### config.mk
export PLATFORM = sky130hd
export DESIGN_NAME = glr_back
export DESIGN_NICKNAME = d
export VERILOG_FILES = /design/src/hw/rtl/glr_pkg.sv /design/src/hw/rtl/glr_back.sv
export SDC_FILE = /design/constraint.sdc
export NUM_CORES = 1
export LEC_CHECK = 0
export BUFFER_PORTS_ARGS = -buffer_cell sky130_fd_sc_hd__buf_2
export CAP_MARGIN = 10
export CORE_UTILIZATION = 45
export DETAILED_ROUTE_END_ITERATION = 16
export SKIP_CTS_REPAIR_TIMING = 1
export SYNTH_ARGS = -nofsm -noshare
export SYNTH_HDL_FRONTEND = slang
export SYNTH_SLANG_ARGS = --single-unit
### constraint.sdc
create_clock -name i_clk -period 15.2 [get_ports i_clk]
set_input_delay 1.52 -clock i_clk [delete_from_list [all_inputs] [get_ports i_clk]]
set_output_delay 1.52 -clock i_clk [all_outputs]
set_load 0.05 [all_outputs]
### src/hw/rtl/glr_pkg.sv
// Shared constants and types for the gradient line rasterizer.
package glr_pkg;

    localparam int COORD_BITS_DEF = 16;
    localparam int RATIO_BITS_DEF = 16;
    localparam int QUEUE_DEPTH    = 2;
    localparam int CH_BITS        = 8;
    localparam int COLOR_BITS     = 24;
    localparam int OFS_BITS       = 16;
    localparam int DIM_BITS       = 14;

    localparam logic [1:0] REG_PAN_X         = 2'd0;
    localparam logic [1:0] REG_PAN_Y         = 2'd1;
    localparam logic [1:0] REG_SCREEN_WIDTH  = 2'd2;
    localparam logic [1:0] REG_SCREEN_HEIGHT = 2'd3;

    localparam logic [DIM_BITS-1:0] WIDTH_RESET  = 14'd1920;
    localparam logic [DIM_BITS-1:0] HEIGHT_RESET = 14'd1080;

    typedef struct packed {
        logic signed [OFS_BITS-1:0] pan_x;
        logic signed [OFS_BITS-1:0] pan_y;
        logic [DIM_BITS-1:0]        screen_width;
        logic [DIM_BITS-1:0]        screen_height;
    } t_cfg;

endpackage

### src/hw/rtl/glr_back.sv
// Color unit: distance ratio by long division and square root, then channel blend.
module glr_back #(
    parameter int COORD_BITS = glr_pkg::COORD_BITS_DEF,
    parameter int RATIO_BITS = glr_pkg::RATIO_BITS_DEF,
    parameter int JOB_BITS   = 8
) (
    input  logic                       i_clk,
    input  logic                       i_rst_n,
    input  logic                       i_job_valid,
    input  logic [JOB_BITS-1:0]        i_job,
    output logic                       o_job_pop,
    output logic                       o_empty,
    input  logic                       i_pop,
    output logic signed [COORD_BITS:0] o_pixel_x,
    output logic signed [COORD_BITS:0] o_pixel_y,
    output logic [23:0]                o_pixel_color,
    output logic                       o_visible,
    output logic                       o_last
);
    localparam int C   = COORD_BITS;
    localparam int R   = RATIO_BITS;
    localparam int SQW = 2 * (C + 1);
    localparam int DW  = SQW + 1;
    localparam int QW  = 2 * R;
    localparam int NW  = QW + 1;
    localparam int CW  = $clog2(QW);
    localparam int PRW = glr_pkg::CH_BITS + R + 1;

    localparam logic [2:0] S_IDLE = 3'd0;
    localparam logic [2:0] S_SQ   = 3'd1;
    localparam logic [2:0] S_SUM  = 3'd2;
    localparam logic [2:0] S_CHK  = 3'd3;
    localparam logic [2:0] S_DIV  = 3'd4;
    localparam logic [2:0] S_SQRT = 3'd5;
    localparam logic [2:0] S_MUL  = 3'd6;
    localparam logic [2:0] S_OUT  = 3'd7;

    logic [2:0]     r_state;
    logic           r_ov;
    logic [C:0]     r_amx, r_amy, r_adx, r_ady, r_px, r_py;
    logic           r_vis, r_last;
    logic [23:0]    r_sc, r_ec;
    logic [SQW-1:0] r_sqa, r_sqb, r_sqc, r_sqd;
    logic [DW:0]    r_rem;
    logic [DW-1:0]  r_dt;
    logic [QW-1:0]  r_q;
    logic [NW-1:0]  r_n, r_res, r_bit;
    logic [CW-1:0]  r_cnt;
    logic [R:0]     r_ratio;
    logic [PRW-1:0] r_prod [3];

    logic [DW:0]    w_rem2;
    logic           w_take;
    logic [QW-1:0]  w_q;
    logic [NW-1:0]  w_sum;
    logic           w_ge;
    logic [NW-1:0]  w_res;
    logic [23:0]    w_color;
    logic           w_load_out;

    assign w_rem2 = {r_rem[DW-1:0], 1'b0};
    assign w_take = w_rem2 >= {1'b0, r_dt};
    assign w_q    = {r_q[QW-2:0], w_take};
    assign w_sum  = r_res + r_bit;
    assign w_ge   = r_n >= w_sum;
    assign w_res  = w_ge ? ((r_res >> 1) + r_bit) : (r_res >> 1);

    // Each channel moves from the start color toward the stop color by the scaled gap.
    always_comb begin
        logic [glr_pkg::CH_BITS-1:0] sc, ec, mag;
        w_color = '0;
        for (int i = 0; i < 3; i++) begin
            sc  = r_sc[i*glr_pkg::CH_BITS +: glr_pkg::CH_BITS];
            ec  = r_ec[i*glr_pkg::CH_BITS +: glr_pkg::CH_BITS];
            mag = r_prod[i][R +: glr_pkg::CH_BITS];
            w_color[i*glr_pkg::CH_BITS +: glr_pkg::CH_BITS] = (sc < ec) ? sc + mag : sc - mag;
        end
    end

    assign o_job_pop  = (r_state == S_IDLE) && i_job_valid;
    assign w_load_out = (r_state == S_OUT) && (!r_ov || i_pop);
    assign o_empty    = !r_ov;

    always_ff @(posedge i_clk) begin
        if (!i_rst_n) begin
            r_state <= S_IDLE;
            r_ov    <= 1'b0;
        end else begin
            if (w_load_out) begin
                r_ov <= 1'b1;
            end else if (i_pop) begin
                r_ov <= 1'b0;
            end
            unique case (r_state)
                S_IDLE: if (i_job_valid) r_state <= S_SQ;
                S_SQ:   r_state <= S_SUM;
                S_SUM:  r_state <= S_CHK;
                S_CHK: begin
                    if (r_dt == '0 || r_rem >= {1'b0, r_dt}) begin
                        r_state <= S_MUL;
                    end else begin
                        r_state <= S_DIV;
                    end
                end
                S_DIV:  if (r_cnt == CW'(QW - 1)) r_state <= S_SQRT;
                S_SQRT: if (r_cnt == CW'(R - 1)) r_state <= S_MUL;
                S_MUL:  r_state <= S_OUT;
                S_OUT:  if (w_load_out) r_state <= S_IDLE;
                default: r_state <= S_IDLE;
            endcase
        end
    end

    always_ff @(posedge i_clk) begin
        case (r_state)
            S_IDLE: begin
                {r_amx, r_amy, r_adx, r_ady, r_px, r_py, r_vis, r_last, r_sc, r_ec} <= i_job;
            end
            S_SQ: begin
                r_sqa <= r_amx * r_amx;
                r_sqb <= r_amy * r_amy;
                r_sqc <= r_adx * r_adx;
                r_sqd <= r_ady * r_ady;
            end
            S_SUM: begin
                r_rem <= (DW+1)'(r_sqa) + (DW+1)'(r_sqb);
                r_dt  <= DW'(r_sqc) + DW'(r_sqd);
                r_q   <= '0;
                r_cnt <= '0;
            end
            S_CHK: begin
                if (r_dt == '0) begin
                    r_ratio <= '0;
                end else begin
                    r_ratio <= (R+1)'(1) << R;
                end
            end
            S_DIV: begin
                r_rem <= w_take ? w_rem2 - {1'b0, r_dt} : w_rem2;
                r_q   <= w_q;
                if (r_cnt == CW'(QW - 1)) begin
                    r_n   <= NW'(w_q);
                    r_res <= '0;
                    r_bit <= NW'(1) << (QW - 2);
                    r_cnt <= '0;
                end else begin
                    r_cnt <= r_cnt + 1'b1;
                end
            end
            S_SQRT: begin
                if (w_ge) begin
                    r_n <= r_n - w_sum;
                end
                r_res <= w_res;
                r_bit <= r_bit >> 2;
                r_cnt <= r_cnt + 1'b1;
                if (r_cnt == CW'(R - 1)) begin
                    r_ratio <= w_res[R:0];
                end
            end
            S_MUL: begin
                for (int i = 0; i < 3; i++) begin
                    logic [glr_pkg::CH_BITS-1:0] a, b, d;
                    a = r_sc[i*glr_pkg::CH_BITS +: glr_pkg::CH_BITS];
                    b = r_ec[i*glr_pkg::CH_BITS +: glr_pkg::CH_BITS];
                    d = (a < b) ? b - a : a - b;
                    r_prod[i] <= d * r_ratio;
                end
            end
            default: ;
        endcase
        if (w_load_out) begin
            o_pixel_x     <= r_px;
            o_pixel_y     <= r_py;
            o_pixel_color <= w_color;
            o_visible     <= r_vis;
            o_last        <= r_last;
        end
    end
endmodule

==> run metrics <==
run status=complete, no violations; total number of vias=slightly above 10,000; full die area=approximately 33,000 um2; worst-margin pin slew=about 1.1 ns; hpwl dp=approximately 23 mm; Total Routing Usage GR=0.198; CP Max Fanout=18; Nets=about 1,700; Root Buffer=clkbuf_16; Power Density=between 100 and 150 nW/um2; final setup fails=0; row cnt=65; Mean Syn Cell Area=between 9 and 10 um2; vias in the first global route=slightly above 10,000; post-route cell area=15,300 um2; antenna violations before repair=1; Reg clk slew, reported paths=~0.06 ns; overall power=around 1900 uW; Yosys cell types=a little under 70; Pre-antenna DRT Iters=5; initial core utilization=0.456; Post-synth top flop=edfxtp_1; WL/cell=16.7 um; P_leak=approximately 0.0064 uW; Max Clock Freq=~150 MHz; Synth area leaders=edfxtp_1 (33%), fa_1 (12%), ha_1 (9.8%); Fillers=between 2,000 and 3,000; synthesized flop and latch total=163; CTS tree=done; Remaining DRCs=0; GRT overflow=0; # H-tree levels=4; Ys Warns=0; Hold Path Depth=1; share of cells above drive strength 1=0.0694; arrival time at the worst endpoint=between 7 and 8 ns; pin count of the biggest net entering global routing=51; Hold Slack=between 0.5 and 0.6 ns; Die Wd=approximately 180 um; number of port buffers=21; worst hold-check path type=flip-flop to flip-flop; Core Area=approximately 31,000 um2; max_slew headroom=0.250; MaxCap Viol Count=0; synthesis-to-finish area growth=6.55%; Cell Area, Synth=around 14,000 um2; unrepaired setup endpoints after global routing=false; Final Hold Viols=0; Vias/cell=between 5 and 6; num ports=74; Cells after Synth=approximately 1,500; Total Wirelength=about 32 mm; clock skew=~0.020 ns; setup_tns=0 ns; Sink Count=163; Inserted Clock Buffers=17; Clock Path Buffers=2; GP Congestion=between 0.8 and 0.9; die span in y=roughly 180 um; reg2reg path depth=23; Post-DP Area=14,700 um2; clk_lat worst skew=0.45 ns; first-pass GRT wire length=about 52 mm; post-synthesis async set-or-reset flop share=0; CP Class=flip-flop to flip-flop; final period utilization=0.452; post-synth top area share=0.333; minimum clock period=between 6 and 7 ns; Post-synth EDFFs=approximately 160; sequential fraction of the synthesis area=0.338; Crit. End Element=flip-flop; Critical Path RT=15.39 ns; Max Slew Vio Count=0; worst vdd ir=0.0841 mV; CP Launch Type=flip-flop; Antenna Nets Post-Route=0; Yosys top cell by area=edfxtp_1; fin util=0.486; 1st-iter DRT viols=600
## cell families (layout without fill, tap and decap cells)
| kind of cell | after synthesis | after routing | share of synthesized area |
|---|---|---|---|
| simple gates | 488 | 488 | 0.169 |
| compound gates | 275 | 275 | 0.127 |
| buf+inv | 231 | 196 | 0.0766 |
| fa+ha+maj | 201 | 201 | 0.222 |
| flops | 163 | 163 | 0.338 |
| xor+xnor | 98 | 98 | 0.0598 |
| mux | 11 | 11 | 0.00793 |
| other cells | 1 | 53 | 0.000261 |
## power by group
group / switching, uW / leakage [uW] / internal [uW]
Sequential: 26.3 / 0.00146 / 540
Combinational: 477 / 0.00462 / 358
Clock: 195 / 0.000305 / 280
## flip-flops by register name, indices dropped and copies added (netlist names)
register / count
r_q: 31
r_prod: 8
r_ec: 8
r_n: 33
r_cnt: 5
r_res: 33
r_ratio: 17
r_state: 3
o_pixel_color: 8
r_ov: 1
r_bit: 16
## routing by layer
layer  GRT usage  part of all wire
met2       0.339              0.50
met5           0                 0
met3      0.0291             0.029
met1       0.260              0.46
met4      0.0578             0.012
## cell type report
class                           count  area, um2  share of cell area
Timing Repair Buffer               30        173              0.0113
Clock inverter                     15        220              0.0144
Tap cell                          402        503              0.0329
Multi-Input combinational cell   1125       8620               0.563
Clock buffer                       17        425              0.0278
Sequential cell                   163       4850               0.317
Inverter                          134        503              0.0329
Antenna cell                        1       2.50            0.000164
## critical path, stage by stage (launching register included)
cell      delay [ns]
edfxtp_1        0.66
inv_1           0.17
ha_1            0.15
nor4b_1         0.24
nand2_1         0.32
a21oi_1         0.28
or2_2           0.45
nand2_1         0.15
fa_1            0.52
inv_1           0.06
fa_1            0.49
fa_1            0.50
inv_1           0.05
fa_1            0.47
inv_1           0.04
ha_1            0.28
and3_1          0.20
a221o_1         0.32
a21o_1          0.20
or3_1           0.30
o21a_1          0.24
a221oi_2        0.29
o21bai_1        0.11
xnor2_1         0.12
## through the flow
stage | setup WS [ns] | std cells
after CTS | 8.33 | 1886
final | 8.33 | 1887
after floorplan | 8.99 | 1519
after detailed placement | 8.33 | 1854
after global routing | 7.94 | 1887
after global placement | 8.48 | 1854
## cell usage after synthesis (all sizes together) (14+ instances only)
library cell,n
edfxtp,159
nand2,155
inv,134
ha,112
and2,102
fa,89
nor2,86
a21oi,76
o21ai,76
buf,62
xor2,54
xnor2,44
clkbuf,35
nand3,29
a211oi,25
nor2b,25
a31oi,24
nand4,22
and3,21
o21bai,14
## cell usage in the layout, fill, tap and decap left out, types with 10 or more instances in the layout
master	Yosys	routed
edfxtp_1	159	159
nor2b_1	25	25
o21ai_0	70	70
a31oi_1	23	23
nand4_1	22	22
a21oi_1	73	72
and3_1	21	21
nor3_1	12	12
nand2_1	154	154
clkbuf_16	0	17
a211oi_2	15	15
xnor2_1	44	44
nand2b_1	11	11
buf_2	6	21
xor2_1	54	54
conb_1	1	52
inv_1	134	133
nor2_1	86	85
a211oi_1	10	10
ha_1	112	112
nand3_1	28	28
fa_1	89	89
a21o_1	11	11
and2_1	101	101
o21bai_1	14	14
## final timing paths
path / startpoint / end / slack (ns)
max: r_ec[0] / r_prod[0][23] / 8.33
min: r_state[2] / r_state[1] / 0.55
max reg2reg: r_ec[0] / r_prod[0][23] / 8.33
min reg2reg: r_state[2] / r_state[1] / 0.55
Note: power is estimated with default switching activity, not from simulation.
