`config.mk`:
```
export PLATFORM = sky130hd
export DESIGN_NAME = glr_front
export DESIGN_NICKNAME = d
export VERILOG_FILES = /design/src/hw/rtl/glr_pkg.sv /design/src/hw/rtl/glr_front.sv
export SDC_FILE = /design/constraint.sdc
export NUM_CORES = 1
export LEC_CHECK = 0
export BUFFER_PORTS_ARGS = -buffer_cell sky130_fd_sc_hd__clkbuf_2
export CAP_MARGIN = 20
export CORE_MARGIN = 2
export CORE_UTILIZATION = 60
export CTS_CLUSTER_SIZE = 30
export DETAILED_ROUTE_END_ITERATION = 16
export HOLD_SLACK_MARGIN = 0.15
export PLACE_DENSITY_LB_ADDON = 0.12
export SLEW_MARGIN = 30
export SYNTH_ARGS = -nofsm -noshare
export SYNTH_HDL_FRONTEND = slang
export SYNTH_SLANG_ARGS = --single-unit
export TNS_END_PERCENT = 1
```
`constraint.sdc`:
```
create_clock -name i_clk -period 17.35 [get_ports i_clk]
set_clock_uncertainty 0.2 [all_clocks]
set_input_delay 1.735 -clock i_clk [delete_from_list [all_inputs] [get_ports i_clk]]
set_output_delay 1.735 -clock i_clk [all_outputs]
set_load 0.005 [all_outputs]
```
`src/hw/rtl/glr_pkg.sv`:
```
// Shared constants and types for the gradient line rasterizer.
package glr_pkg;

    localparam int COORD_BITS_DEF = 16;
    localparam int RATIO_BITS_DEF = 16;
    localparam int QUEUE_DEPTH    = 2;
    localparam int CH_BITS        = 8;
    localparam int COLOR_BITS     = 24;
    localparam int OFS_BITS       = 16;
    localparam int DIM_BITS       = 14;

    localparam logic [1:0] REG_PAN_X         = 2'd0;
    localparam logic [1:0] REG_PAN_Y         = 2'd1;
    localparam logic [1:0] REG_SCREEN_WIDTH  = 2'd2;
    localparam logic [1:0] REG_SCREEN_HEIGHT = 2'd3;

    localparam logic [DIM_BITS-1:0] WIDTH_RESET  = 14'd1920;
    localparam logic [DIM_BITS-1:0] HEIGHT_RESET = 14'd1080;

    typedef struct packed {
        logic signed [OFS_BITS-1:0] pan_x;
        logic signed [OFS_BITS-1:0] pan_y;
        logic [DIM_BITS-1:0]        screen_width;
        logic [DIM_BITS-1:0]        screen_height;
    } t_cfg;

endpackage

```
`src/hw/rtl/glr_front.sv`:
```
// Line stepper: takes load and step words, walks the line and queues pixel jobs.
module glr_front #(
    parameter int COORD_BITS = glr_pkg::COORD_BITS_DEF,
    parameter int JOB_BITS   = 8
) (
    input  logic                         i_clk,
    input  logic                         i_rst_n,
    input  logic                         i_accept,
    input  logic                         i_mode,
    input  logic signed [COORD_BITS-1:0] i_start_x,
    input  logic signed [COORD_BITS-1:0] i_start_y,
    input  logic signed [COORD_BITS-1:0] i_stop_x,
    input  logic signed [COORD_BITS-1:0] i_stop_y,
    input  logic [23:0]                  i_start_color,
    input  logic [23:0]                  i_stop_color,
    input  glr_pkg::t_cfg                i_cfg,
    output logic                         o_job_push,
    output logic [JOB_BITS-1:0]          o_job
);
    localparam int C  = COORD_BITS;
    localparam int EW = C + 3;
    localparam int SW = ((C > glr_pkg::OFS_BITS) ? C : glr_pkg::OFS_BITS) + 1;

    logic signed [C-1:0]  r_cur_x, r_cur_y, r_beg_x, r_beg_y, r_end_x, r_end_y;
    logic signed [EW-1:0] r_err;
    logic [C:0]           r_adx, r_ady;
    logic                 r_sx, r_sy, r_active;
    logic [23:0]          r_sc, r_ec;

    logic signed [C:0]    w_dx, w_dy, w_mx, w_my;
    logic [C:0]           w_adx, w_ady, w_amx, w_amy;
    logic signed [EW:0]   w_e2;
    logic                 w_cx, w_cy, w_at_end, w_go, w_last, w_vis;
    logic signed [C-1:0]  w_nx, w_ny;
    logic signed [EW-1:0] w_nerr;
    logic signed [SW-1:0] w_px, w_py;

    // Load-time deltas.
    assign w_dx  = $signed({i_stop_x[C-1], i_stop_x}) - $signed({i_start_x[C-1], i_start_x});
    assign w_dy  = $signed({i_stop_y[C-1], i_stop_y}) - $signed({i_start_y[C-1], i_start_y});
    assign w_adx = w_dx[C] ? (C+1)'(-w_dx) : (C+1)'(w_dx);
    assign w_ady = w_dy[C] ? (C+1)'(-w_dy) : (C+1)'(w_dy);

    // One Bresenham step from the current point.
    assign w_at_end = (r_cur_x == r_end_x) && (r_cur_y == r_end_y);
    assign w_go     = i_accept && i_mode && r_active && !w_at_end;
    assign w_e2     = {r_err, 1'b0};
    assign w_cx     = w_e2 > -$signed({3'b000, r_ady});
    assign w_cy     = w_e2 < $signed({3'b000, r_adx});
    assign w_nx     = w_cx ? (r_sx ? r_cur_x + 1'b1 : r_cur_x - 1'b1) : r_cur_x;
    assign w_ny     = w_cy ? (r_sy ? r_cur_y + 1'b1 : r_cur_y - 1'b1) : r_cur_y;
    assign w_nerr   = r_err - (w_cx ? $signed({2'b00, r_ady}) : $signed(EW'(0)))
                            + (w_cy ? $signed({2'b00, r_adx}) : $signed(EW'(0)));
    assign w_last   = (w_nx == r_end_x) && (w_ny == r_end_y);

    // Distance of the current pixel from the begin point.
    assign w_mx  = $signed({r_cur_x[C-1], r_cur_x}) - $signed({r_beg_x[C-1], r_beg_x});
    assign w_my  = $signed({r_cur_y[C-1], r_cur_y}) - $signed({r_beg_y[C-1], r_beg_y});
    assign w_amx = w_mx[C] ? (C+1)'(-w_mx) : (C+1)'(w_mx);
    assign w_amy = w_my[C] ? (C+1)'(-w_my) : (C+1)'(w_my);

    // Screen position and clipping.
    assign w_px = $signed({{(SW-C){r_cur_x[C-1]}}, r_cur_x})
                + $signed({{(SW-glr_pkg::OFS_BITS){i_cfg.pan_x[glr_pkg::OFS_BITS-1]}},
                           i_cfg.pan_x});
    assign w_py = $signed({{(SW-C){r_cur_y[C-1]}}, r_cur_y})
                + $signed({{(SW-glr_pkg::OFS_BITS){i_cfg.pan_y[glr_pkg::OFS_BITS-1]}},
                           i_cfg.pan_y});
    assign w_vis = (w_px > 0) && (w_py > 0)
                && (w_px < $signed({{(SW-glr_pkg::DIM_BITS){1'b0}}, i_cfg.screen_width}))
                && (w_py < $signed({{(SW-glr_pkg::DIM_BITS){1'b0}}, i_cfg.screen_height}));

    assign o_job_push = w_go;
    assign o_job = {w_amx, w_amy, r_adx, r_ady, w_px[C:0], w_py[C:0], w_vis, w_last,
                    r_sc, r_ec};

    always_ff @(posedge i_clk) begin
        if (!i_rst_n) begin
            r_active <= 1'b0;
        end else if (i_accept && !i_mode) begin
            r_active <= 1'b1;
        end
    end

    always_ff @(posedge i_clk) begin
        if (i_accept && !i_mode) begin
            r_beg_x <= i_start_x;
            r_beg_y <= i_start_y;
            r_end_x <= i_stop_x;
            r_end_y <= i_stop_y;
            r_cur_x <= i_start_x;
            r_cur_y <= i_start_y;
            r_adx   <= w_adx;
            r_ady   <= w_ady;
            r_err   <= $signed({2'b00, w_adx}) - $signed({2'b00, w_ady});
            r_sx    <= i_start_x < i_stop_x;
            r_sy    <= i_start_y < i_stop_y;
            r_sc    <= i_start_color;
            r_ec    <= i_stop_color;
        end else if (w_go) begin
            r_cur_x <= w_nx;
            r_cur_y <= w_ny;
            r_err   <= w_nerr;
        end
    end
endmodule

```
==> insert_results.sql <==
INSERT INTO impl_metrics (metric_group, metric, value, unit) VALUES
('sta', 'hold_ws', '0.275', 'ns'),
('worst_hold_path', 'hold_path.class', 'reg -> reg', ''),
('setup_path', 'worst_ep_required_time', '17.34', 'ns'),
('clock_tree', 'clockRootBuffer', 'clkbuf_16', ''),
('cells_and_area', 'final_cell_count_no_fill', '1726', ''),
('grt', 'grt_util_all_layers', '28.8', '%'),
('clock_tree', 'clkTransAtPathRegs', '0.06', 'ns'),
('placed_design', 'numPlacedInstances', '1694', ''),
('synth', 'synth_largest_area_cell', 'edfxtp_1', ''),
('cells_and_area', 'final_core_util', '67.9', '%'),
('setup_path', 'critical_path.max_fanout', '17', ''),
('setup_path', 'cpPeakStageDelay', '0.65', 'ns'),
('synth', 'ys_top_cells_by_area', 'edfxtp_1 31%, ha_1 14%, xor2_1 6.4%', ''),
('floorplan', 'initial_core_util', '61.4', '%'),
('detailed_routing', 'avgViaCountPerCell', '6.01', ''),
('cells_and_area', 'final-seq-area', '3830', 'um2'),
('sta', 'rsz0062_at_grt', 'no', ''),
('power_and_ir_drop', 'max-vdd-ir-drop', '0.0000965', 'V'),
('power_and_ir_drop', 'cellLeakagePower', '6.12', 'nW'),
('cells_and_area', 'fill_cells', '1654', ''),
('setup_path', 'worstSetupStartpointType', 'flop', ''),
('clock_tree', 'cts_tree', 'done', ''),
('clock_tree', 'clock_sink_count', '128', ''),
('floorplan', 'design.die.area', '22000', 'um2'),
('grt', 'grt_pass1_vias', '10000', ''),
('clock_tree', 'cts_max_path_buffers', '2', ''),
('sta', 'worst-slew-pin-transition', '0.853', 'ns'),
('cells_and_area', 'antenna_cells_inserted', '0', ''),
('setup_path', 'worst_ep_arrival_time', '7.80', 'ns'),
('cells_and_area', 'nNetsFinal', '1777', ''),
('grt', 'grt_antenna_before_repair', '0', ''),
('floorplan', 'num_io_pins', '185', ''),
('placed_design', 'place.port_buffers', '84', ''),
('setup_path', 'critPathSlowestCell', 'a2111oi_0', ''),
('clock_tree', 'cts_hold_repair.buffers', '0', ''),
('detailed_routing', 'detail_route.drc_violations', '0', ''),
('synth', 'synth.top_cells.by_count', '144 x inv_1, 136 x ha_1, 127 x edfxtp_1, 102 x nand2_1, 92 x xor2_1', ''),
('synth', 'flip_flop_and_latch_count_after_synthesis', '128', ''),
('synth', 'sequential_share_of_the_synthesized_area', '30.7', '%'),
('detailed_routing', 'drt_iter0_drcs', '640', ''),
('worst_hold_path', 'hold_depth', '1', ''),
('cells_and_area', 'final_layout_size_suffix_gt1_share', '12.1', '%'),
('synth', 'yosys.cell_count.top_type', 'inv_1', ''),
('synth', 'synth_fp_nets', '1697', ''),
('clock_tree', 'cts_repair_resize_count', '0', ''),
('worst_hold_path', 'min_delay_worst_endpoint', 'r_active$_SDFFE_PN0P_', ''),
('setup_path', 'critical_path.endpoint_type', 'flop', ''),
('floorplan', 'number_of_cell_rows', '52', ''),
('sta', 'final_max_slew_viol_count', '0', ''),
('setup_path', 'r2r-end', 'r_err[17]$_DFFE_PP_', ''),
('detailed_routing', 'ant_nets', '0', ''),
('detailed_routing', 'wirelength', '30900', 'um'),
('synth', 'mean_instance_size_in_the_synthesized_netlist', '9.17', 'um2'),
('floorplan', 'design.core.area', '20400', 'um2'),
('power_and_ir_drop', 'power_density', '177', 'nW/um2'),
('clock_tree', 'cts_inserted_buffers', '17', ''),
('grt', 'global_route.overflow_total', '0', ''),
('clock_tree', 'ctsHtreeMaxLevel', '4', ''),
('sta', 'fmax', '128', 'MHz'),
('setup_path', 'worst-r2r-setup-slack', '9.54', 'ns'),
('placed_design', 'total_half_perimeter_wirelength_after_legalization_and_detailed_placement', '23900', 'um'),
('clock_tree', 'worst_skew_pair.late_latency', '0.43', 'ns'),
('flow_run', 'cap_violations', '0', ''),
('synth', 'syn_inst', '1363', ''),
('sta', 'final.period_utilization', '45.0', '%'),
('run_status', 'outcome', 'complete, no violations', ''),
('setup_path', 'setup.worst_path.start', 'r_ady[5]$_DFFE_PP_', ''),
('floorplan', 'die_width', '148', 'um'),
('synth', 'yosys.area.top_type_share', '30.5', '%'),
('sta', 'tns', '0', 'ns'),
('cells_and_area', 'synthToLayoutAreaGrowth', '10.7', '%');
report_power, final:
group          switching, mW  internal, mW
Combinational          0.890         0.665
Sequential            0.0479         0.454
Clock                  0.150         0.242
cell families (layout without fill, tap and decap cells):
| kind of cell | count (synthesis) | count (layout) | share of synthesized area [%] |
|---|---|---|---|
| AND/OR/NAND/NOR | 395 | 395 | 16.1 |
| XOR/XNOR | 162 | 162 | 11.4 |
| flip-flops | 128 | 128 | 30.7 |
| AO/OA/AOI/OAI | 322 | 322 | 17.3 |
| buffers and inverters | 174 | 267 | 5.26 |
| multiplexers | 24 | 24 | 2.11 |
| adder cells (fa/ha/maj) | 158 | 158 | 17.1 |
worst max-delay path: cells and delay by family (launching register included):
family / cells / cell delay (ns)
AO/OA/AOI/OAI: 14 / 3.56
XOR/XNOR: 2 / 0.33
adder cells (fa/ha/maj): 3 / 1.08
buffers and inverters: 2 / 0.29
flip-flops: 1 / 0.45
AND/OR/NAND/NOR: 5 / 1.65
registers in the layout, indices dropped and copies added, names as in the netlist, 8 cells and up:
register and flops:
r_adx 17, r_end_x 16, r_ady 17, r_ec 8, r_end_y 16, r_cur_x 16
r_cur_y 16, r_err 19
per-layer routing:
metal	global-route usage [%]	part of all wire, %	vias to the layer above
li1	-	-	5080
met1	39.0	45	4894
met2	47.5	46	329
met3	3.99	5.5	62
met4	10.8	3.1	0
met5	0	0	-
metrics by stage:
stage | setup WS, ns | instance area [um2]
after floorplan | 10.79 | 12500
after global placement | 9.61 | 13200
after detailed placement | 9.49 | 13200
after CTS | 9.46 | 13800
after global routing | 9.02 | 13800
final | 9.54 | 13800
layout by cell type (no fill, tap or decap), types with 21 or more instances in the layout:
master / n
nand3_1: 25
a21oi_1: 82
ha_1: 136
and2_1: 21
nor2_1: 87
fa_1: 22
xnor2_1: 69
nor3_1: 42
edfxtp_1: 127
o21ai_0: 53
inv_1: 143
nand2_1: 102
clkbuf_2: 84
xor2_1: 92
a21o_1: 50
layout make-up:
cell class,count,share of cell area [%]
Clock buffer,17,3.08
Clock inverter,15,1.49
Inverter,145,3.95
Multi-Input combinational cell,1061,57.9
Sequential cell,128,27.7
Tap cell,270,2.44
Timing Repair Buffer,90,3.37
how the worst max path moves through the flow:
stage                               end
floorplan           r_err[17]$_DFFE_PP_
global placement    r_err[17]$_DFFE_PP_
detailed placement  r_err[17]$_DFFE_PP_
CTS                 r_err[17]$_DFFE_PP_
global route        r_err[17]$_DFFE_PP_
finish              r_err[17]$_DFFE_PP_
Note: power is estimated with default switching activity, not from simulation.
