$ cat src/hw/rtl/glr_pkg.sv
// Shared constants and types for the gradient line rasterizer.
package glr_pkg;

    localparam int COORD_BITS_DEF = 16;
    localparam int RATIO_BITS_DEF = 16;
    localparam int QUEUE_DEPTH    = 2;
    localparam int CH_BITS        = 8;
    localparam int COLOR_BITS     = 24;
    localparam int OFS_BITS       = 16;
    localparam int DIM_BITS       = 14;

    localparam logic [1:0] REG_PAN_X         = 2'd0;
    localparam logic [1:0] REG_PAN_Y         = 2'd1;
    localparam logic [1:0] REG_SCREEN_WIDTH  = 2'd2;
    localparam logic [1:0] REG_SCREEN_HEIGHT = 2'd3;

    localparam logic [DIM_BITS-1:0] WIDTH_RESET  = 14'd1920;
    localparam logic [DIM_BITS-1:0] HEIGHT_RESET = 14'd1080;

    typedef struct packed {
        logic signed [OFS_BITS-1:0] pan_x;
        logic signed [OFS_BITS-1:0] pan_y;
        logic [DIM_BITS-1:0]        screen_width;
        logic [DIM_BITS-1:0]        screen_height;
    } t_cfg;

endpackage

$ cat src/hw/rtl/glr_fifo.sv
// Short register queue between the line stepper and the color unit.
module glr_fifo #(
    parameter int WIDTH = 8,
    parameter int DEPTH = glr_pkg::QUEUE_DEPTH
) (
    input  logic             i_clk,
    input  logic             i_rst_n,
    input  logic             i_push,
    input  logic [WIDTH-1:0] i_data,
    output logic             o_full,
    input  logic             i_pop,
    output logic             o_empty,
    output logic [WIDTH-1:0] o_data
);
    localparam int PW = (DEPTH > 1) ? $clog2(DEPTH) : 1;
    localparam int CW = $clog2(DEPTH + 1);

    logic [WIDTH-1:0] r_mem [DEPTH];
    logic [PW-1:0]    r_wp, r_rp;
    logic [CW-1:0]    r_cnt;

    assign o_full  = (r_cnt == CW'(DEPTH));
    assign o_empty = (r_cnt == '0);
    assign o_data  = r_mem[r_rp];

    always_ff @(posedge i_clk) begin
        if (!i_rst_n) begin
            r_wp  <= '0;
            r_rp  <= '0;
            r_cnt <= '0;
        end else begin
            if (i_push) begin
                r_wp <= (r_wp == PW'(DEPTH - 1)) ? '0 : r_wp + 1'b1;
            end
            if (i_pop) begin
                r_rp <= (r_rp == PW'(DEPTH - 1)) ? '0 : r_rp + 1'b1;
            end
            if (i_push && !i_pop) begin
                r_cnt <= r_cnt + 1'b1;
            end else if (!i_push && i_pop) begin
                r_cnt <= r_cnt - 1'b1;
            end
        end
    end

    always_ff @(posedge i_clk) begin
        if (i_push) begin
            r_mem[r_wp] <= i_data;
        end
    end
endmodule

$ cat config.mk
export PLATFORM = sky130hd
export DESIGN_NAME = glr_fifo
export DESIGN_NICKNAME = d
export VERILOG_FILES = /design/src/hw/rtl/glr_pkg.sv /design/src/hw/rtl/glr_fifo.sv
export SDC_FILE = /design/constraint.sdc
export NUM_CORES = 1
export LEC_CHECK = 0
export BUFFER_PORTS_ARGS = -buffer_cell sky130_fd_sc_hd__clkbuf_2
export CORE_UTILIZATION = 48
export DETAILED_ROUTE_END_ITERATION = 16
export PLACE_DENSITY = 0.76
export SYNTH_ARGS = -nofsm -noshare
export SYNTH_HDL_FRONTEND = slang
export SYNTH_SLANG_ARGS = --single-unit
$ cat constraint.sdc
create_clock -name i_clk -period 1.3 [get_ports i_clk]
set_input_delay 0.26 -clock i_clk [delete_from_list [all_inputs] [get_ports i_clk]]
set_output_delay 0.26 -clock i_clk [all_outputs]
set_load 0.02 [all_outputs]
==> results.md, run 1 <==
* Crit path buf inv count at 2
* Horiz. Die Dim at roughly 43 um
* Final setup vio count at 8
* Routing usage on met1 at about a fifth
* DP Wirelength at ~810 um
* Vias/cell at ~5
* Clock Sinks at 21
* H-Tree Depth at 1
* Largest fanout on the critical path at 5
* WP depth at 3
* Area contributors post-synth: edfxtp_1 (60%), dfxtp_1 (13%), mux2_2 (11%)
* Wire length per cell at around 14 um
* Sequential share of the synthesized area at 73.1%
* Number of diodes at 0
* DP Area at about 940 um^2
* Later-pin clock latency in the skew report at slightly above 0.3 ns
* Final Routed Wirelength at approximately 1300 um
* Most numerous cell in the Yosys netlist: edfxtp_1
* Die height at 42.7 um
* VDD IR max at roughly 870 uV
* CP Capture Type: output pin
* Global-route layer with the greatest usage: met2
* Rows at 14
* Final core occ at between 70% and 80%
* Unrepaired setup endpoints after global routing: true
* Total CTS buffers at 3
* Worst stage delay on the critical path at approximately 0.36 ns
* Initial DRC count at 4
* Delay-heaviest family, CP: flip-flops
* Max Clk Rate at roughly 660 MHz
* Async SR Flop Fraction at 0%
* Setup WS pre-CTS at a little over 0.04 ns
* Area delta synth->final at 39.2%
* Fin Clk Skew at between 0.007 and 0.008 ns
* Crit Path Category: flop to output pin
* Global route overflow at 0
* Hold Crit Class: input pin to flop
* # IOs at 22
* Syn Inst Count at 47
* Element type at the critical path start: flop
* Synthesized area per cell at 16.9 um^2
* Period utilization at 116%
* Maxcap violations at 0
* Min Tclk post-route at between 1.5 and 2 ns
* PortBufs at 21
* First-pass GRT wire length at roughly 2100 um
* Status: finished with violations
* Core ar. at ~1500 um^2
* Design area at around 1100 um^2
* GR Layer Usage met2 at 26.4%
* TritonCTS clock tree: built
* Root Driver: clkbuf_4
* Largest area contributor in the netlist: edfxtp_1
* Hold slack at 0.132 ns
* Tightest Pin Transition at approximately 0.37 ns
* Via count at 460
* Internal power at 1.07 mW
* Initial antenna violation count at 0
* Die Area at about 1800 um^2
* Inst Count DP at 87
* Syn Std Cell Area at about 790 um^2
* Final Non-Filler Cells at 92
* Clock Power Share at about 22%
* Final setup margin at -0.207 ns
* First-pass iteration count of the detailed router at 4
* Crit-path slowest cell: dfxtp_2
* Largest net degree at the start of global routing at 13
* Worst Reg2Reg Path Length in Cells at 4
* Routability cong. at around 0.65
* LEAKAGE at ~0.47 nW
* Final count of hold timing violations at 0
* Layout cells sized above 1 at a little over half
* Worst-path cell chain: buf_6 -> mux2_4 -> buf_8
* Vias in the first global route at ~500
* Hold_buf cts at 0
* Nets at 90
* Antenna viol nets, final at 0
* Failing checks: negative setup slack
* Synth warn at 0
* Synth Flop Type: edfxtp_1
* Combinational share of power at approximately 23%
* Starting Density at between 50% and 60%
* Final Max Tran Viols at 0
* Post-Syn Nets at 60
* Post-synth EDFFs at 16
* Seq pwr share at 55.4%
* Cell Pwr Density at 1290 nW/um^2
* GRT Util Overall at between 15 and 20%
* Synth top area share at about three fifths
* Drt drc at 0
* Max_slew headroom at 75.1%
* Data arrival time of the worst path at ~1.3 ns
* WHS Path Cells at 1
* Synth cell types at 16
* Switching power at approximately 360 uW
* Commonest cells in the netlist: edfxtp_1 (16), mux2_2 (8), dfxtp_1 (5), and2_1 (4)
* Sw Ratio at between 20 and 30%
* FF+latch count, synth at 21
* Max Root-Sink Buffers at 2
* GR met3 Demand/Resource at roughly 5.1%
* Req. time, crit path at 1.04 ns
* CTS clk-pin slew, worst paths at 0.12 ns
==> layout make-up <==
type                       count  area (um^2)
timing repair buffer          26          236
sequential                    21          583
clock buffer                   3         22.5
fill                          98          418
clock inverter                 1         5.00
tap                           16         20.0
multi-input combinational     24          235
inverter                       1         3.75
==> flip-flops by register name, summed over array words and instances, names as in the netlist, named ones only <==
signal,count
r_mem,16
r_wp,1
r_cnt,2
r_rp,1
==> per-layer routing <==
| layer | wire (um) | vias to the layer above |
|---|---|---|
| met1 | 547 | 214 |
| met2 | 690 | 14 |
| met4 | 32 | 0 |
| li1 | - | 228 |
| met3 | 48 | 4 |
| met5 | 0 | - |
==> path summary, 6_finish.rpt <==
path,startpoint,endpoint,slack [ns]
max,flop,o_data[1],-0.21
min,i_data[4],r_mem[0][4],0.13
max reg2reg,r_cnt[0],r_cnt[1],0.16
min reg2reg,r_cnt[1],r_cnt[1],0.52
==> power by group through the flow <==
stage                     Sequential [mW]  Clock [mW]  Combinational [mW]
after floorplan                     0.797           0               0.144
after global placement              0.800           0               0.220
after detailed placement            0.802           0               0.226
after CTS                           0.787       0.318               0.301
after global routing                0.793       0.352               0.346
final                               0.789       0.312               0.323
==> kinds of logic after synthesis <==
kind of cell / Yosys count / share of synthesized area (%)
XOR/XNOR: 3 / 3.31
multiplexers: 8 / 11.3
adder cells (fa/ha/maj): 1 / 1.57
AND/OR/NAND/NOR: 9 / 7.09
flip-flops: 21 / 73.1
buffers and inverters: 2 / 1.10
AO/OA/AOI/OAI: 3 / 2.52
==> what timing repair did <==
item,4_1_cts,5_1_grt
pin swaps,0,0
resized for setup,27,11
setup buffers,1,0
endpoints found under the setup margin,9,9
==> through the flow <==
stage          total power [mW]  setup TNS (ns)
2_1_floorplan             0.940               0
6_report                   1.42           -1.57
5_1_grt                    1.49           -1.91
4_1_cts                    1.41           -1.69
3_5_place_dp               1.03               0
3_3_place_gp               1.02               0
==> cell usage in the layout, fill, tap and decap left out <==
cell type | Yosys | layout
a21boi_1 | 1 | 1
and2_1 | 4 | 4
and2b_2 | 1 | 1
buf_4 | 0 | 3
buf_6 | 0 | 3
buf_8 | 0 | 8
clkbuf_2 | 0 | 12
clkbuf_4 | 0 | 3
clkinv_2 | 0 | 1
dfxtp_1 | 5 | 3
dfxtp_2 | 0 | 2
edfxtp_1 | 16 | 16
ha_1 | 1 | 1
inv_1 | 1 | 1
mux2_4 | 0 | 8
nor2_1 | 1 | 1
nor2b_1 | 2 | 2
o21a_1 | 1 | 1
o21ai_0 | 1 | 1
or3_1 | 1 | 1
xnor2_1 | 1 | 1
xor2_1 | 2 | 2
Note: power is estimated with default switching activity, not from simulation.
==> run 2: changes to the inputs <==
CELL_PAD_IN_SITES_DETAIL_PLACEMENT = 1   (was default)
CELL_PAD_IN_SITES_GLOBAL_PLACEMENT = 2   (was default)
CORE_ASPECT_RATIO = 0.6   (was default)
CORE_UTILIZATION = 34   (was 48)
PLACE_DENSITY = 0.77   (was 0.76)
==> run 2 against run 1 <==
The run still ends with negative setup slack left; fmax increased by 5.1%; clock power rose by 29%; combinational power down 4%; non-clock buffer count unchanged; first-iteration DRC count shrank 75%; sequential power rose by 0.6%; clock skew shrank 0.0051 ns; via count grew 1.3%; sequential share of layout area shrank 1.4 points; core utilization fell by 20 points; sequential cell count unchanged; largest cell class unchanged; largest power group unchanged.
==> results.md, run 2 (same netlist as run 1, synthesis figures left out) <==
* Status: finished with violations
* Failing checks: negative setup slack
* Final Routed Wirelength at 1400 um (+6.4%)
* Clock Sinks at 21 (unchanged)
* Vias/cell at 4.40 (-12%)
* Post-CTS Resized at 26 (-3.7%)
* Hold slack at 0.194 ns (+0.0622 ns)
* Wire length per cell at 13.2 um (-7.6%)
* Data arrival time of the worst path at 1.17 ns (-0.08 ns)
* DP Wirelength at 985 um (+22%)
* Max_slew headroom at 87.6% (+13 points)
* Setup TNS Final at -0.987 ns (+0.583 ns)
* Worst Reg2Reg Path Length in Cells at 3 (-1)
* Largest net degree at the start of global routing at 13 (unchanged)
* Multi-input logic area at 235 um^2 (unchanged)
* Later-pin clock latency in the skew report at 0.25 ns (-0.06 ns)
* Max FFs per register at 16 (unchanged)
* Final setup margin at -0.134 ns (+0.0725 ns)
* Total power at 1.50 mW (+5.7%)
* Global route overflow at 0 (unchanged)
* First-pass iteration count of the detailed router at 2 (-2)
* WHS Path Cells at 1 (unchanged)
* Max Clk Rate at 697 MHz (+5.1%)
* Largest Register: r_mem
* VDD IR max at 755 uV (-13%)
* Routability cong. at 0.668 (+2.3%)
* Starting Density at 36.5% (-16 points)
* Worst Hold Launch: i_data[3]
* Die height at 39.4 um (-7.6%)
* Element type at the critical path start: flop
* Hold Crit Class: input pin to flop
* Final setup vio count at 8 (unchanged)
* Largest fanout on the critical path at 5 (unchanged)
* PortBufs at 21 (unchanged)
* Crit-path slowest cell: dfxtp_2
* Final Max Tran Viols at 0 (unchanged)
* Maxcap violations at 0 (unchanged)
* TritonCTS clock tree: built
* Root Driver: clkbuf_8
* Worst-path cell chain: buf_6 -> mux2_4 -> buf_8
* Final count of hold timing violations at 0 (unchanged)
* Most common cell after layout, fill and taps aside: edfxtp_1
* Min Tclk post-route at 1.43 ns (-0.0725 ns)
* Period utilization at 110% (-5.6 points)
* Number of diodes at 0 (unchanged)
* H-Tree Depth at 1 (unchanged)
* Crit Reg-Reg Endpoint: r_cnt[1]
* Vias in the first global route at 474 (-2.9%)
* Tightest Pin Transition at 0.184 ns (-0.190 ns)
* Antenna viol nets, final at 0 (unchanged)
* Final Non-Filler Cells at 106 (+15%)
* Drt drc at 0 (unchanged)
* DP Area at 970 um^2 (+2.6%)
* Fin Clk Skew at 0.00248 ns (-0.00506 ns)
* Cell Pwr Density at 1320 nW/um^2 (+2.9%)
* Flip-flop and latch area at 583 um^2 (unchanged)
* Hold_buf cts at 0 (unchanged)
* GRT Util Overall at 13.2% (-3.4 points)
* Req. time, crit path at 1.04 ns (about the same)
* LEAKAGE at 0.476 nW (+1.4%)
* R2r setup slk at 0.28 ns (+0.12 ns)
* Commonest cells after routing, fill and taps aside: edfxtp_1 (16), clkbuf_2 (13), mux2_4 (8), buf_8 (8), and2_1 (4)
* Design area at 1140 um^2 (+2.7%)
* Unrepaired setup endpoints after global routing: true
* Inst Count DP at 102 (+17%)
* Post-CTS setup buffers at 0 (-1)
* Initial DRC count at 1 (-3)
* Crit Path Category: flop to output pin
* Die Area at 2540 um^2 (+39%)
* Core ar. at 2180 um^2 (+43%)
* # IOs at 22 (unchanged)
* Nets at 90 (unchanged)
* Max Root-Sink Buffers at 2 (unchanged)
* Layout cells sized above 1 at 53.9% (unchanged)
* CTS clk-pin slew, worst paths at 0.07 ns (-0.05 ns)
* Delay-heaviest family, CP: flip-flops
* Rows at 13 (-1)
* CP Capture Type: output pin
* Area delta synth->final at 43.0%
* Crit path buf inv count at 2 (unchanged)
* Total CTS buffers at 3 (unchanged)
* Largest regs: r_mem x16, r_cnt x2
* Filler cells at 227 (+130%)
* Via count at 466 (+1.3%)
* Horiz. Die Dim at 64.4 um (+51%)
* Worst stage delay on the critical path at 0.35 ns (about the same)
* First-pass GRT wire length at 2290 um (+9.6%)
* Worst Hold End: r_mem[0][3]
* Initial antenna violation count at 0 (unchanged)
* Critical R2R Launch: r_cnt[0]
==> run 2: final cells by class <==
| class | count | share of cell area (%) |
|---|---|---|
| tap | 30 | 3.30 |
| multi-input combinational | 24 | 20.7 |
| inverter | 1 | 0.330 |
| sequential | 21 | 51.3 |
| timing repair buffer | 26 | 20.3 |
| clock buffer | 3 | 3.63 |
| clock inverter | 1 | 0.441 |
==> run 2: how the worst max path moves through the flow <==
stage	slack, ns	cells past startpoint	endpoint
2_1_floorplan	0.17	4	r_cnt[1]
3_3_place_gp	0.03	5	r_cnt[1]
3_5_place_dp	-0.0006	4	r_cnt[1]
4_1_cts	-0.17	3	o_data[1]
5_1_grt	-0.19	3	o_data[1]
6_report	-0.13	3	o_data[1]
==> run 2: worst reg2reg max path, cell delays in order, from the launching register on <==
cell and delay [ns]:
dfxtp_2 0.35, xor2_1 0.16, or3_1 0.30, a21boi_1 0.15
==> run 2: stage by stage <==
stage	setup slack (ns)	util [%]
floorplan	0.172	-
global placement	0.0324	44.5
detailed placement	-0.000563	44.5
CTS	-0.166	51.7
global route	-0.188	52.1
finish	-0.134	52.1
==> run 2: power breakdown <==
group | internal [mW] | total (mW) | switching (mW)
clock network | 0.213 | 0.402 | 0.190
logic | 0.174 | 0.309 | 0.135
registers | 0.771 | 0.794 | 0.0232
total | 1.16 | 1.50 | 0.348
==> run 2: metal layers <==
| layer | share of wire (%) | global-route usage [%] | wire length [um] | vias to the layer above |
|---|---|---|---|---|
| met4 | 0 | 1.67 | 0 | 0 |
| met1 | 45 | 15.2 | 631 | 223 |
| met3 | 9.3 | 7.85 | 131 | 0 |
| met5 | 0 | 0 | 0 | - |
| met2 | 46 | 22.1 | 640 | 17 |
| li1 | - | - | - | 226 |
==> run 3: changes to the inputs <==
CORE_UTILIZATION = 30   (was 34)
PLACE_DENSITY = 0.7   (was 0.77)
==> run 3 against run 2 <==
The flow still finishes with violations (negative setup slack); core utilization shrank 6.7 points; clock-buffer cell count is the same; fmax grew 0.16%; sequential power is essentially flat; clock power grew 4%; critical path depth is the same; non-clock buffer count is the same; die area grew 13%; global-route usage shrank 1.9 points; wire length shrank 1.1%; setup slack gained 0.0023 ns; first-iteration DRC count grew to 13 times the previous value; critical endpoint is now o_data[7]; largest cell class unchanged.
==> results.md, run 3 (same netlist as run 1, synthesis figures left out) <==
* Status: finished with violations
* Failing checks: negative setup slack
* Maxcap violations at 0 (unchanged)
* Max Root-Sink Buffers at 2 (unchanged)
* Sw Ratio at 23.8% (+0.70 points)
* Unrepaired setup endpoints after global routing: true
* Cell Pwr Density at 1340 nW/um^2 (+0.81%)
* Largest Register: r_mem
* DP Area at 972 um^2 (+0.26%)
* Number of diodes at 0 (unchanged)
* Horiz. Die Dim at 68.4 um (+6.3%)
* Nets at 90 (unchanged)
* CP Capture Type: output pin
* Design area at 1140 um^2 (+0.22%)
* Final core occ at 45.5% (-6.7 points)
* Crit Reg-Reg Endpoint: r_mem[1][5]
* Worst-path cell chain: buf_6 -> mux2_4 -> buf_8
* Inst Count DP at 104 (+2.0%)
* Internal power at 1.16 mW (+0.11%)
* Setup TNS Final at -0.982 ns (+0.00498 ns)
* DP Wirelength at 1060 um (+7.6%)
* PortBufs at 21 (unchanged)
* Routability cong. at 0.713 (+6.7%)
* Total power at 1.52 mW (+1.0%)
* R2r setup slk at 0.22 ns (-0.06 ns)
* Post-CTS setup buffers at 0 (unchanged)
* Fin Clk Skew at 0.00250 ns (+0.0000148 ns)
* Setup crit end: o_data[7]
* Combinational share of power at 20.5% (about the same)
* Total CTS buffers at 3 (unchanged)
* Max Clk Rate at 698 MHz (+0.16%)
* Multi-input logic area at 235 um^2 (unchanged)
* Drt drc at 0 (unchanged)
* Starting Density at 31.7% (-4.7 points)
* Vias in the first global route at 499 (+5.3%)
* Final Non-Filler Cells at 108 (+1.9%)
* Worst stage delay on the critical path at 0.35 ns (about the same)
* Via count at 479 (+2.8%)
* First-pass iteration count of the detailed router at 4 (+2)
* Crit path buf inv count at 2 (unchanged)
* Root Driver: clkbuf_8
* Setup WS pre-CTS at 0.0157 ns (+0.0162 ns)
* CTS clk-pin slew, worst paths at 0.07 ns (about the same)
* Die height at 41.9 um (+6.1%)
* # IOs at 22 (unchanged)
* Flip-flop and latch area at 583 um^2 (unchanged)
* Die Area at 2860 um^2 (+13%)
* Hold Crit Class: input pin to flop
* Commonest cells after routing, fill and taps aside: edfxtp_1 (16), clkbuf_2 (13), mux2_4 (8), buf_8 (8), and2_1 (4)
* Tightest Pin Transition at 0.420 ns (+0.237 ns)
* Initial antenna violation count at 0 (unchanged)
* Largest fanout on the critical path at 4 (-1)
* Final setup vio count at 8 (unchanged)
* Max_slew headroom at 72.0% (-16 points)
* Max FFs per register at 16 (unchanged)
* Largest regs: r_mem x16, r_cnt x2
* Area delta synth->final at 43.3%
* Delay-heaviest family, CP: flip-flops
* H-Tree Depth at 1 (unchanged)
* Layout cells sized above 1 at 53.9% (unchanged)
* LEAKAGE at 0.475 nW (-0.11%)
* Initial DRC count at 13 (+12)
* Min Tclk post-route at 1.43 ns (-0.00228 ns)
* Switching power at 362 uW (+4.1%)
* Final count of hold timing violations at 0 (unchanged)
* Hold_buf cts at 0 (unchanged)
* Clock Power Share at 27.4% (+0.7 points)
* TritonCTS clock tree: built
* Seq pwr share at 52.1% (-0.6 points)
* Vias/cell at 4.44 (+0.89%)
* Req. time, crit path at 1.04 ns (about the same)
* Crit Path Category: flop to output pin
* Filler cells at 274 (+21%)
* Antenna viol nets, final at 0 (unchanged)
* Element type at the critical path start: flop
* GRT Util Overall at 11.3% (-1.9 points)
* Later-pin clock latency in the skew report at 0.25 ns (about the same)
* Largest net degree at the start of global routing at 13 (unchanged)
* First-pass GRT wire length at 2200 um (-3.9%)
* Final Max Tran Viols at 0 (unchanged)
* Wire length per cell at 12.8 um (-3.0%)
* Period utilization at 110% (-0.18 points)
* Rows at 14 (+1)
* VDD IR max at 600 uV (-20%)
* Clock Sinks at 21 (unchanged)
* Crit-path slowest cell: dfxtp_2
* Final Routed Wirelength at 1390 um (-1.1%)
* Hold slack at 0.190 ns (-0.00362 ns)
* Core ar. at 2500 um^2 (+15%)
* Worst Reg2Reg Path Length in Cells at 1 (-2)
* Data arrival time of the worst path at 1.17 ns (about the same)
* WP depth at 3 (unchanged)
* Critical R2R Launch: r_wp
* Final setup margin at -0.132 ns (+0.00228 ns)
* Global route overflow at 0 (unchanged)
* Most common cell after layout, fill and taps aside: edfxtp_1
==> run 3: cell type report <==
class,count,share of cell area (%)
well taps,32,3.52
clock inverters,1,0.440
clock buffers,3,3.63
repair buffers,26,20.2
inverters,1,0.330
flip-flops and latches,21,51.2
multi-input cells,24,20.7
==> run 3: power by group through the flow <==
stage	clock network, mW	logic (mW)	registers, mW
global route	0.464	0.335	0.797
detailed placement	0	0.235	0.804
global placement	0	0.228	0.802
finish	0.417	0.312	0.792
floorplan	0	0.144	0.797
CTS	0.434	0.299	0.793
==> run 3: repair_timing <==
action | 4_1_cts | 5_1_grt
gates resized for setup | 28 | 8
setup endpoints to repair | 9 | 8
cloned | 0 | 0
==> run 3: how the worst min path moves through the flow <==
stage                    from     endpoint  slack, ns  depth (start not counted)
finish              i_data[2]  r_mem[1][2]       0.19                          1
global route        i_data[2]  r_mem[1][2]       0.18                          1
CTS                 i_data[2]  r_mem[1][2]       0.19                          1
detailed placement  i_data[2]  r_mem[1][2]       0.46                          1
global placement    i_data[7]  r_mem[0][7]       0.45                          1
floorplan           i_data[0]  r_mem[0][0]       0.36                          0
==> run 3: per-layer routing <==
layer | wire (um) | vias to the layer above | GRT usage (%)
li1 | - | 226 | -
met1 | 586 | 236 | 12.3
met2 | 698 | 15 | 19.2
met3 | 96 | 2 | 6.04
met4 | 6 | 0 | 2.50
met5 | 0 | - | 0
